File: config.mk
export PLATFORM = sky130hd
export DESIGN_NAME = aps_ctrl
export DESIGN_NICKNAME = d
export VERILOG_FILES = /design/src/rtl/adaptive_proposal_scale_tuner_assert.svh /design/src/rtl/aps_pkg.sv /design/src/rtl/aps_ctrl.sv
export SDC_FILE = /design/constraint.sdc
export NUM_CORES = 1
export LEC_CHECK = 0
export BUFFER_PORTS_ARGS = -buffer_cell sky130_fd_sc_hd__buf_2
export CAP_MARGIN = 0
export CORE_MARGIN = 2
export CORE_UTILIZATION = 50
export DETAILED_ROUTE_END_ITERATION = 7
export PLACE_DENSITY = 0.72
export SYNTH_ARGS = -nofsm -noshare
export SYNTH_HDL_FRONTEND = slang
export SYNTH_SLANG_ARGS = --single-unit
File: constraint.sdc
create_clock -name clk -period 2.7 [get_ports clk]
set_clock_uncertainty 0.15 [all_clocks]
set_input_delay 0.54 -clock clk [delete_from_list [all_inputs] [get_ports clk]]
set_output_delay 0.54 -clock clk [all_outputs]
set_load 0.01 [all_outputs]
File: src/rtl/adaptive_proposal_scale_tuner_assert.svh
// assertion macros for the proposal scale tuner
// expects clk and arst_n in the scope where the macros are used
`ifndef ADAPTIVE_PROPOSAL_SCALE_TUNER_ASSERT_SVH
`define ADAPTIVE_PROPOSAL_SCALE_TUNER_ASSERT_SVH

// same-cycle implication
`define APS_ASSERT_IMP(lbl, ante, cons) \
	lbl: assert property (@(posedge clk) disable iff (!arst_n) (ante) |-> (cons)) \
		else $error("aps assertion failed");

// next-cycle implication
`define APS_ASSERT_NXT(lbl, ante, cons) \
	lbl: assert property (@(posedge clk) disable iff (!arst_n) (ante) |=> (cons)) \
		else $error("aps assertion failed");

`endif

File: src/rtl/aps_pkg.sv
// shared types, constants and datapath command codes of the proposal scale tuner
// no dependencies
package aps_pkg;

	// input transfer payload
	typedef struct packed {
		logic [5:0]  group_index;
		logic [15:0] acceptance_level;
		logic [31:0] width_value;
		logic        value_present;
		logic        last_element;
	} item_t;

	// result transfer payload
	typedef struct packed {
		logic [31:0] scaled_width;
		logic        saturated;
		logic        run_last;
	} result_t;

	// configuration register indexes
	typedef enum logic [1:0] {
		CFG_TARGET   = 2'd0,
		CFG_ALPHA    = 2'd1,
		CFG_GAIN_NUM = 2'd2,
		CFG_T0       = 2'd3
	} cfg_idx_t;

	localparam logic [15:0] TARGET_RST = 16'd15335;
	localparam logic [16:0] ALPHA_RST  = 17'd39322;
	localparam logic [23:0] GNUM_RST   = 24'd65536;
	localparam logic [23:0] T0_RST     = 24'd256;

	localparam logic [31:0] GAIN_MAX   = 32'h00FF_FFFF;
	localparam logic [31:0] SCALE_MAX  = 32'hFFFF_FFFF;
	localparam logic [16:0] LOG2E_Q16  = 17'd94548;
	localparam logic [22:0] LG_BIAS_C  = 23'd1048576;
	localparam logic [22:0] LG_BIAS_X  = 23'd524288;
	localparam logic [30:0] Q30_ONE    = 31'h4000_0000;

	// datapath micro-operations
	typedef enum logic [4:0] {
		OP_NONE,
		OP_CLR,
		OP_LOAD,
		OP_RDCNT,
		OP_WRINC,
		OP_X,
		OP_GMAX,
		OP_GZERO,
		OP_LD_C,
		OP_NORM,
		OP_MANT,
		OP_SQ,
		OP_LC_LDX,
		OP_AX,
		OP_LGAIN,
		OP_ROOT,
		OP_PFIN_G,
		OP_DELTA,
		OP_DL,
		OP_DH,
		OP_ESUM,
		OP_PFIN_S,
		OP_MULW
	} dp_op_t;

	typedef struct packed {
		dp_op_t     op;
		logic [3:0] step;
	} dp_cmd_t;

	typedef struct packed {
		logic x_zero;
		logic c_zero;
		logic clr_done;
	} dp_stat_t;

	// q1.30 root 2^(2^-(k+1)), each one the truncated square root of the one before
	function automatic logic [30:0] root_q30(input int unsigned k);
		logic [63:0] prev;
		logic [63:0] v;
		logic [63:0] r;
		logic [63:0] bv;
		prev = 64'd1 << 31;
		for (int unsigned j = 0; j <= k; j++) begin
			v  = prev << 30;
			r  = '0;
			bv = 64'd1 << 62;
			for (int i = 0; i < 32; i++) begin
				if (v >= r + bv) begin
					v = v - (r + bv);
					r = (r >> 1) + bv;
				end else begin
					r = r >> 1;
				end
				bv = bv >> 2;
			end
			prev = r;
		end
		return prev[30:0];
	endfunction

endpackage

File: src/rtl/aps_ctrl.sv
// sequencer of the proposal scale tuner: handshakes and datapath commands
// depends on aps_pkg
module aps_ctrl import aps_pkg::*; (
	input  logic     clk,
	input  logic     arst_n,
	input  logic     item_valid,
	input  logic     present,
	input  logic     last,
	output logic     item_stall,
	output logic     result_valid,
	input  logic     result_stall,
	output dp_cmd_t  cmd,
	input  dp_stat_t stat
);

	typedef enum logic [4:0] {
		S_CLEAR, S_IDLE, S_RDCNT, S_X, S_CHK,
		S_NORM_C, S_MANT_C, S_SQ_C, S_LC,
		S_NORM_X, S_MANT_X, S_SQ_X, S_AX, S_LGAIN,
		S_ROOT_G, S_PFIN_G, S_DELTA, S_DL, S_DH, S_ESUM,
		S_ROOT_S, S_PFIN_S, S_MULW, S_INC_RD, S_INC_WR
	} state_t;

	state_t     state_q;
	logic [3:0] step_q;
	logic       in_run_q;
	logic       last_q;
	logic       valid_q;
	logic       out_free;

	assign out_free     = !valid_q || !result_stall;
	assign item_stall   = (state_q != S_IDLE);
	assign result_valid = valid_q;

	// command decode
	always_comb begin
		cmd.step = step_q;
		unique case (state_q)
			S_CLEAR:            cmd.op = OP_CLR;
			S_IDLE:             cmd.op = OP_LOAD;
			S_RDCNT, S_INC_RD:  cmd.op = OP_RDCNT;
			S_X:                cmd.op = OP_X;
			S_CHK:              cmd.op = stat.x_zero ? OP_GMAX :
			                             (stat.c_zero ? OP_GZERO : OP_LD_C);
			S_NORM_C, S_NORM_X: cmd.op = OP_NORM;
			S_MANT_C, S_MANT_X: cmd.op = OP_MANT;
			S_SQ_C, S_SQ_X:     cmd.op = OP_SQ;
			S_LC:               cmd.op = OP_LC_LDX;
			S_AX:               cmd.op = OP_AX;
			S_LGAIN:            cmd.op = OP_LGAIN;
			S_ROOT_G, S_ROOT_S: cmd.op = OP_ROOT;
			S_PFIN_G:           cmd.op = OP_PFIN_G;
			S_DELTA:            cmd.op = OP_DELTA;
			S_DL:               cmd.op = OP_DL;
			S_DH:               cmd.op = OP_DH;
			S_ESUM:             cmd.op = OP_ESUM;
			S_PFIN_S:           cmd.op = OP_PFIN_S;
			S_MULW:             cmd.op = out_free ? OP_MULW : OP_NONE;
			S_INC_WR:           cmd.op = OP_WRINC;
			default:            cmd.op = OP_NONE;
		endcase
	end

	// state and registered outputs
	always_ff @(posedge clk or negedge arst_n) begin
		if (!arst_n) begin
			state_q  <= S_CLEAR;
			step_q   <= '0;
			in_run_q <= 1'b0;
			last_q   <= 1'b0;
			valid_q  <= 1'b0;
		end else begin
			if (valid_q && !result_stall)
				valid_q <= 1'b0;
			unique case (state_q)
				S_CLEAR: begin
					if (stat.clr_done)
						state_q <= S_IDLE;
				end
				S_IDLE: begin
					if (item_valid) begin
						last_q <= last;
						if (present) begin
							state_q <= in_run_q ? S_MULW : S_RDCNT;
						end else if (last) begin
							in_run_q <= 1'b0;
							state_q  <= S_INC_RD;
						end
					end
				end
				S_RDCNT: state_q <= S_X;
				S_X:     state_q <= S_CHK;
				S_CHK: begin
					step_q  <= '0;
					state_q <= (stat.x_zero || stat.c_zero) ? S_DELTA : S_NORM_C;
				end
				S_NORM_C: begin
					step_q <= (step_q == 4'd5) ? 4'd0 : step_q + 4'd1;
					if (step_q == 4'd5)
						state_q <= S_MANT_C;
				end
				S_MANT_C: state_q <= S_SQ_C;
				S_SQ_C: begin
					step_q <= step_q + 4'd1;
					if (step_q == 4'd15)
						state_q <= S_LC;
				end
				S_LC: state_q <= S_NORM_X;
				S_NORM_X: begin
					step_q <= (step_q == 4'd5) ? 4'd0 : step_q + 4'd1;
					if (step_q == 4'd5)
						state_q <= S_MANT_X;
				end
				S_MANT_X: state_q <= S_SQ_X;
				S_SQ_X: begin
					step_q <= step_q + 4'd1;
					if (step_q == 4'd15)
						state_q <= S_AX;
				end
				S_AX:    state_q <= S_LGAIN;
				S_LGAIN: state_q <= S_ROOT_G;
				S_ROOT_G: begin
					step_q <= step_q + 4'd1;
					if (step_q == 4'd15)
						state_q <= S_PFIN_G;
				end
				S_PFIN_G: state_q <= S_DELTA;
				S_DELTA:  state_q <= S_DL;
				S_DL:     state_q <= S_DH;
				S_DH:     state_q <= S_ESUM;
				S_ESUM:   state_q <= S_ROOT_S;
				S_ROOT_S: begin
					step_q <= step_q + 4'd1;
					if (step_q == 4'd15)
						state_q <= S_PFIN_S;
				end
				S_PFIN_S: state_q <= S_MULW;
				S_MULW: begin
					if (out_free) begin
						valid_q  <= 1'b1;
						in_run_q <= !last_q;
						state_q  <= last_q ? S_INC_RD : S_IDLE;
					end
				end
				S_INC_RD: state_q <= S_INC_WR;
				S_INC_WR: state_q <= S_IDLE;
				default:  state_q <= S_IDLE;
			endcase
		end
	end

endmodule

==> results.md, run 1 <==
- Top-area cell type share of the netlist area: 0.259
- Die area: 2720 um^2
- Port Buffers: 19
- P per Cell Area: 1350 nW/um^2
- Adder-cell share of the synthesized area: 0.0216
- Hold Crit Class: flip-flop to flip-flop
- Vias per cell: 6.11
- Clock share of power: 0.080
- CP Data Required Time: 2.01 ns
- Placed Instances: 188
- Root Buffer: clkbuf_4
- Total CTS buffers: 3
- Synth async-reset ratio: 1.00
- Distinct cells, synth: 46
- # IOs: 20
- Slew at the pin closest to its max-slew limit: 0.405 ns
- Crit-path max FO: 8
- Critical Path End Type: output pin
- Logic pwr share: 0.714
- Largest family of logic cells by synthesized area: compound AO/OA/AOI/OAI gates
- WL/cell: 15.0 um
- Syn_area_per_cell: 8.01 um^2
- Number of synthesized flops with an enable pin: 0
- Commonest cells post-synth: 18 x nand2_1, 12 x a21oi_1, 12 x dfrtp_1, 12 x nor2_1, 10 x inv_1
- Leakage: 0.608 nW
- Initial antenna violation count: 0
- H-tree depth: 1
- Critical path class: flip-flop to output pin
- CTS tree: done
- Leading cell type by number of instances after synthesis: nand2_1
- Ys Warns: 0
- XOR/XNOR Fraction of Synth Area: 0.0377
- RSZ-0062 raised after global routing: false
- Syn_nets: 156
- Fillers: 212
- Final min period: 2.47 ns
- Height of the chip: 52.2 um
- Sw Pwr: 886 uW
- Worst Path Arrival: 1.78 ns
- Later-pin clock latency in the skew report: 0.28 ns
- Final Hold Vio Count: 0
- Tot GR Track Use: 0.241
- Max VDD drop: 0.000750 V
- Share of cells above drive strength 1: 0.261
- FF+latch count, synth: 12
- CP startpoint kind: flip-flop
- Cell Int Power: 912 uW
- Synth top area cells: dfrtp_1 26%, nand2_1 5.8%, a21oi_1 5.2%
- Register area share after synthesis: 0.259
- Compound-Gate Fraction of Synth Area: 0.317
- Max Cap Viol: 0
- Final Max Tran Viols: 0
- Mapped cell area: 1160 um^2
- Synth Flop Type: dfrtp_1
- CTS sink count: 12
- Routed vias: 1179
- DRC Markers: 0
- Antenna diode count: 0
- Largest net degree at the start of global routing: 24
- Area growth, synth to finish: 15.0%
- Clk slew on worst S/H paths: 0.08 ns
- Fin crit share: 0.914
- Drt total wl: 2900 um
- # nets final: 177
- Post-synthesis mux area share: 0.0668
- Post-DP HPWL: 2170 um
- Core area: 2210 um^2
- Slew headroom: 0.727
- Fmax: 405 MHz
- Finished Layout Cells: 193
- Grt ovf: 0
- Synth Area in Simple Gates: 0.218
- Row count: 17
- Setup TNS: 0 ns
- Sw Share: 0.493
- Syn Inst Count: 145
- Initial DRC count: 61
- Vias in the first global route: 1013
- Initial Util: 0.525
- Gpl congestion: 0.928
- Pre-antenna DRT Iters: 4
- Final Setup Violations: 0
- Global-route wire length before repair: 4810 um
- Routed Antenna Nets: 0
- Sequential share of power: 0.205
- Die X: 52.2 um
- Synth area leader: dfrtp_1
- CTS Buffer Depth: 2
- Status: finished, final reports clean
## power groups by stage
stage,combinational [mW],sequential (mW),clock (mW)
after floorplan,0.973,0.349,0
after global placement,1.26,0.363,0
after detailed placement,1.28,0.370,0
after CTS,1.28,0.366,0.148
after global routing,1.42,0.385,0.162
final,1.28,0.369,0.144
## layout make-up
cell class / count / area, um^2 / area share
multi-input combinational: 112 / 767 / 0.575
sequential: 12 / 302 / 0.226
timing repair buffer: 27 / 158 / 0.118
inverter: 10 / 37.5 / 0.0281
clock buffer: 4 / 36.3 / 0.0272
tap: 28 / 35.0 / 0.0262
## cells by family (layout without fill, tap and decap cells)
group | after synthesis | after routing
compound gates | 49 | 49
buf+inv | 21 | 41
xor+xnor | 5 | 5
fa+ha+maj | 2 | 2
mux | 6 | 6
simple gates | 50 | 50
flops | 12 | 12
## flip-flops by register name (all words and copies together), names as in the netlist
name          count
state_q           5
last_q            1
in_run_q          1
result_valid      1
step_q            4
## timing repair
action / 4_1_cts / 5_1_grt
endpoints found under the hold margin: 12 / 0
setup endpoints to repair: 0 / 1
buffers inserted: 0 / 0
hold buffers: 1 / 0
resized for setup: 0 / 1
## critical path, stage by stage (launching register included)
cell and delay (ns):
dfrtp_1 0.39, inv_1 0.23, nand2_1 0.20, o32ai_1 0.30
nand2_1 0.10, o311ai_0 0.10, buf_2 0.18
## worst paths after layout
| path | start | cells past startpoint | end | slack (ns) |
|---|---|---|---|---|
| min in group asynchronous | arst_n | 2 | state_q[1]$_DFFE_PN0P_ | 0.50 |
| hold / removal | in_run_q$_DFFE_PN0P_ | 2 | in_run_q$_DFFE_PN0P_ | 0.36 |
| hold reg to reg | in_run_q$_DFFE_PN0P_ | 2 | in_run_q$_DFFE_PN0P_ | 0.36 |
| setup reg to reg | state_q[3]$_DFFE_PN0P_ | 6 | state_q[4]$_DFFE_PN0P_ | 0.57 |
| setup / recovery | state_q[0]$_DFFE_PN0P_ | 6 | cmd[5] | 0.23 |
| max in group asynchronous | arst_n | 2 | state_q[4]$_DFFE_PN0P_ | 1.65 |
## per-stage QoR
step	setup slack, ns	utilization	power (mW)	instance area [um^2]	hold slack, ns
final	0.233	0.604	1.80	1340	0.363
after detailed placement	0.491	0.582	1.65	1290	0.285
after global routing	0.102	0.604	1.96	1340	0.353
after CTS	0.186	0.603	1.80	1330	0.362
after global placement	0.510	0.582	1.62	1290	0.282
after floorplan	0.649	-	1.32	1160	0.0944
## per-layer routing
metal | GRT usage | vias up | part of all wire
met1 | 0.338 | 551 | 0.44
met5 | 0 | - | 0
met4 | 0.0769 | 0 | 0.017
met3 | 0.0657 | 7 | 0.063
li1 | - | 575 | -
met2 | 0.357 | 46 | 0.48
## cell usage in the layout (no fill, tap or decap), types with 2 or more instances in the layout
cell       instances
buf_2             19
nand2_1           18
nor2_1            12
a21oi_1           12
dfrtp_1           11
inv_1             10
o21ai_0            8
buf_4              7
nand2b_1           4
nor2b_1            3
xnor2_1            3
o22ai_1            3
mux2_4             3
clkbuf_4           3
nand3_1            2
a211oi_1           2
a31oi_1            2
o221ai_1           2
a21boi_0           2
o31ai_1            2
o311ai_0           2
xor2_1             2
a32o_1             2
and3_1             2
nor4_1             2
mux2_2             2
o2111ai_1          2
ha_1               2
Note: power is estimated with default switching activity, not from simulation.
==> run 2: changes to the inputs <==
--- a/config.mk
+++ b/config.mk
@@ -10,7 +10,7 @@
 export CORE_MARGIN = 2
 export CORE_UTILIZATION = 50
 export DETAILED_ROUTE_END_ITERATION = 7
-export PLACE_DENSITY = 0.72
+export PLACE_DENSITY = 0.71
 export SYNTH_ARGS = -nofsm -noshare
 export SYNTH_HDL_FRONTEND = slang
 export SYNTH_SLANG_ARGS = --single-unit
==> results.md, run 2 (synthesis gave the netlist of run 1 again) <==
- Tot GR Track Use: 0.256
- Fin crit share: 0.930
- Top reg by flops: state_q
- Biggest regs: state_q x5, step_q x4
- Gpl congestion: 0.903
- CP Data Required Time: 2.01 ns
- Fmax: 398 MHz
- Final min period: 2.51 ns
- CTS sink count: 12
- Core area: 2210 um^2
- RR Endpoint: state_q[4]$_DFFE_PN0P_
- Global-route wire length before repair: 5160 um
- Hold Crit Class: primary input to flip-flop
- Max VDD drop: 0.000675 V
- Final Max Tran Viols: 0
- Hold depth: 2
- Number of flip-flops in the largest register: 5
- Grt ovf: 0
- Initial antenna violation count: 0
- Die X: 52.2 um
- Row count: 17
- Pre-antenna DRT Iters: 4
- # IOs: 20
- CTS tree: done
- Share of cells above drive strength 1: 0.256
- Worst Path Arrival: 1.82 ns
- Worst Reg-to-Reg Cells: 6
- Antenna diode count: 0
- Routed vias: 1181
- Initial Util: 0.525
- Area growth, synth to finish: 13.8%
- CTS Buffer Depth: 2
- Final Setup Violations: 0
- RSZ-0062 raised after global routing: false
- Post-DP HPWL: 2220 um
- Critical Path End Type: output pin
- Post-CTS setup buffer count: 0
- Reg2reg start: state_q[3]$_DFFE_PN0P_
- CP startpoint kind: flip-flop
- Max Cap Viol: 0
- Height of the chip: 52.2 um
- Drt total wl: 3030 um
- Final Cell Area: 1320 um^2
- Placed cell area: 1290 um^2
- Critical path class: flip-flop to output pin
- P per Cell Area: 1350 nW/um^2
- Clk slew on worst S/H paths: 0.07 ns
- Leakage: 0.601 nW
- Die area: 2720 um^2
- # nets final: 177
- Hold endpoint: last_q$_DFFE_PN0P_
- Vias per cell: 6.15
- Setup TNS: 0 ns
- Vias in the first global route: 1107
- Final Hold Vio Count: 0
- Fillers: 213
- Hold path startpoint: last
- Commonest non-fill, non-tap cell in the layout: buf_2
- Reg-to-reg slack, setup: 0.59 ns
- Crit-path max FO: 13
- Status: finished, final reports clean
- Routed Antenna Nets: 0
- Root Buffer: clkbuf_4
- Port Buffers: 19
- Total CTS buffers: 3
- Largest net degree at the start of global routing: 24
- DRC Markers: 0
- Most frequent cells in the layout: 19 x buf_2, 18 x nand2_1, 12 x nor2_1, 12 x a21oi_1, 11 x dfrtp_1
- Slew at the pin closest to its max-slew limit: 0.466 ns
- WL/cell: 15.8 um
- Later-pin clock latency in the skew report: 0.28 ns
- Initial DRC count: 49
- Slew headroom: 0.690
- H-tree depth: 1
[run 2: cell types whose count changed in the layout (fill, tap and decap cells not counted)]
cell and delta:
clkbuf_8 -1
[run 2: worst max-delay path by stage]
stage                            from  endpoint  slack [ns]  cells after the start
3_3_place_gp   state_q[3]$_DFFE_PN0P_    cmd[6]        0.52                      6
6_report       state_q[1]$_DFFE_PN0P_    cmd[5]        0.19                      6
3_5_place_dp                  stat[2]    cmd[7]        0.47                      6
5_1_grt        state_q[3]$_DFFE_PN0P_    cmd[6]        0.01                      6
4_1_cts        state_q[3]$_DFFE_PN0P_    cmd[6]        0.19                      6
2_1_floorplan  state_q[0]$_DFFE_PN0P_    cmd[5]        0.65                      4
[run 2: power by group]
| group | internal [mW] | switching (mW) | total [mW] |
|---|---|---|---|
| logic | 0.562 | 0.713 | 1.28 |
| registers | 0.268 | 0.125 | 0.392 |
| clock network | 0.0519 | 0.0620 | 0.114 |
| total | 0.882 | 0.900 | 1.78 |
[run 2: metal layers]
layer,global-route usage,part of all wire,vias up
met4,0.0855,0.017,0
met3,0.0486,0.086,9
met2,0.411,0.48,63
met5,0,0,-
met1,0.347,0.41,542
li1,-,-,567
[run 2: through the flow]
step	setup WS, ns	util	hold WS (ns)	cells	total power, mW
global route	0.0118	0.597	0.380	192	1.95
global placement	0.515	0.582	0.279	188	1.62
floorplan	0.649	-	0.0944	145	1.32
CTS	0.189	0.597	0.369	192	1.77
detailed placement	0.475	0.582	0.286	188	1.64
finish	0.189	0.597	0.375	192	1.78
[run 2: final cells by class]
cell class,instances,area [um^2],share of cell area
clock buffers,3,22.5,0.0170
inverters,10,37.5,0.0284
multi-input cells,112,767,0.580
flip-flops and latches,12,302,0.228
well taps,28,35.0,0.0265
repair buffers,27,158,0.119
[run 2: worst max-delay path, stage by stage (launching register included)]
cell and delay [ns]:
dfrtp_1 0.55, inv_1 0.14, nand2_1 0.15, o32ai_1 0.30, nand2_1 0.11, o311ai_0 0.11, buf_2 0.18
[run 2: timing repair]
action,CTS,global route
gates resized for setup,0,1
hold endpoints to repair,12,0
setup endpoints to repair,0,2
hold buffers,1,0
==> run 3: changes to the inputs <==
--- a/config.mk
+++ b/config.mk
@@ -10,7 +10,7 @@
 export CORE_MARGIN = 2
 export CORE_UTILIZATION = 50
 export DETAILED_ROUTE_END_ITERATION = 7
-export PLACE_DENSITY = 0.71
+export PLACE_DENSITY = 0.74
 export SYNTH_ARGS = -nofsm -noshare
 export SYNTH_HDL_FRONTEND = slang
 export SYNTH_SLANG_ARGS = --single-unit
==> constraint.sdc (replaced) <==
create_clock -name clk -period 2.1 [get_ports clk]
set_clock_uncertainty 0.15 [all_clocks]
set_input_delay 0.42 -clock clk [delete_from_list [all_inputs] [get_ports clk]]
set_output_delay 0.42 -clock clk [all_outputs]
set_load 0.01 [all_outputs]
==> results.md, run 3 (synthesis gave the netlist of run 1 again) <==
- Status: finished, violations left
- Failing checks: negative setup slack
- Die area: 2720 um^2
- Antenna diode count: 0
- Area growth, synth to finish: 47.3%
- WL/cell: 18.6 um
- # IOs: 20
- Root Buffer: clkbuf_4
- Final Setup Violations: 7
- Critical path class: flip-flop to output pin
- CP startpoint kind: flip-flop
- Max Cap Viol: 0
- Final Max Tran Viols: 0
- Final Cell Area: 1710 um^2
- Routed vias: 1438
- Total CTS buffers: 3
- Hold Crit Class: primary input to flip-flop
- Initial antenna violation count: 0
- Largest net degree at the start of global routing: 19
- Port Buffers: 19
- CTS Buffer Depth: 2
- Clk slew on worst S/H paths: 0.07 ns
- Die X: 52.2 um
- Routed Antenna Nets: 0
- Placed Instances: 201
- Finished Layout Cells: 221
- Fin crit share: 1.06
- Share of cells above drive strength 1: 0.523
- Tot GR Track Use: 0.309
- Final min period: 2.22 ns
- Gpl congestion: 0.929
- Drt total wl: 4120 um
- Global-route wire length before repair: 6060 um
- CTS sink count: 12
- Cell family with most CP delay: flip-flops
- Commonest non-fill, non-tap cell in the layout: buf_4
- Worst Setup SP: state_q[4]$_DFFE_PN0P_
- CTS tree: done
- DP Worst Slack: 0.0963 ns
- Vias in the first global route: 1311
- # nets final: 206
- H-tree depth: 1
- Fillers: 153
- Final setup margin: -0.118 ns
- Reg-to-reg slack, setup: -0.04 ns
- Fin Hold WS: 0.253 ns
- Vias per cell: 6.51
- Slew headroom: 0.716
- Slew at the pin closest to its max-slew limit: 0.421 ns
- Top reg by flops: state_q
- Worst path max stage delay: 0.47 ns
- Cells along the critical path: buf_6, buf_4, nand2_2, a31oi_1, o221ai_2, buf_2
- Crit-path max FO: 6
- Reg2reg start: state_q[2]$_DFFE_PN0P_
- Core area: 2210 um^2
- Critical Path End Type: output pin
- Height of the chip: 52.2 um
- Worst-path cell with the longest stage delay: dfrtp_2
- Number of flip-flops in the largest register: 5
- Setup TNS: -0.360 ns
- Worst Path Arrival: 1.65 ns
- Biggest regs: state_q x5, step_q x4
- RSZ-0062 raised after global routing: true
- Later-pin clock latency in the skew report: 0.29 ns
- P per Cell Area: 1840 nW/um^2
- Grt ovf: 0
- Most frequent cells in the layout: 27 x buf_4, 19 x buf_2, 12 x nand2_1
- WP buf/inv: 3
- Post-DP HPWL: 2540 um
- DRC Markers: 0
- Placed cell area: 1400 um^2
- Initial DRC count: 74
- Fmax: 451 MHz
- Row count: 17
- CP Data Required Time: 1.53 ns
- Final Hold Vio Count: 0
- Leakage: 0.781 nW
- Pre-antenna DRT Iters: 4
- Hold path startpoint: last
- Max VDD drop: 0.00129 V
- Initial Util: 0.525
[run 3: changes by cell type in the layout (fill, tap and decap cells not counted), moves of 4 or more]
| cell | before | now |
|---|---|---|
| buf_4 | 7 | 27 |
| buf_6 | 0 | 8 |
| nor2_2 | 0 | 4 |
| nand2_2 | 0 | 5 |
| inv_1 | 10 | 5 |
| nor2_1 | 12 | 8 |
| nand2_1 | 18 | 12 |
[run 3: area by class of cell]
type,instances,area (um^2),area share
multi-input cells,112,886,0.518
repair buffers,56,418,0.244
well taps,28,35.0,0.0205
inverters,10,43.8,0.0256
clock buffers,3,22.5,0.0132
flip-flops and latches,12,305,0.178
[run 3: repair_timing]
item / 4_1_cts / 5_1_grt
endpoints found under the hold margin: 12 / 0
endpoints found under the setup margin: 6 / 9
pin swaps: 5 / 8
hold buffers: 1 / 0
buffers inserted: 12 / 4
resized for setup: 19 / 29
[run 3: through the flow]
| step | util | power, mW |
|---|---|---|
| 2_1_floorplan | - | 1.70 |
| 4_1_cts | 0.711 | 2.73 |
| 6_report | 0.773 | 3.14 |
| 3_5_place_dp | 0.632 | 2.32 |
| 3_3_place_gp | 0.632 | 2.27 |
| 5_1_grt | 0.773 | 3.32 |
[run 3: worst paths after layout]
check	to	cells past startpoint
min	last_q$_DFFE_PN0P_	2
min reg2reg	in_run_q$_DFFE_PN0P_	1
max in group asynchronous	state_q[1]$_DFFE_PN0P_	2
min in group asynchronous	step_q[2]$_DFFE_PN0P_	2
max reg2reg	state_q[0]$_DFFE_PN0P_	8
max	cmd[6]	6
[run 3: power breakdown]
| part | switching (mW) | internal (mW) | leakage [nW] | total [mW] |
|---|---|---|---|---|
| logic | 1.25 | 1.22 | 0.619 | 2.48 |
| registers | 0.165 | 0.350 | 0.148 | 0.515 |
| clock network | 0.0825 | 0.0668 | 0.0138 | 0.149 |
[run 3: routing by layer]
| layer | wire length [um] | global-route usage |
|---|---|---|
| met1 | 1460 | 0.337 |
| met2 | 2120 | 0.549 |
| met3 | 375 | 0.0886 |
| met4 | 162 | 0.145 |
| met5 | 0 | 0 |
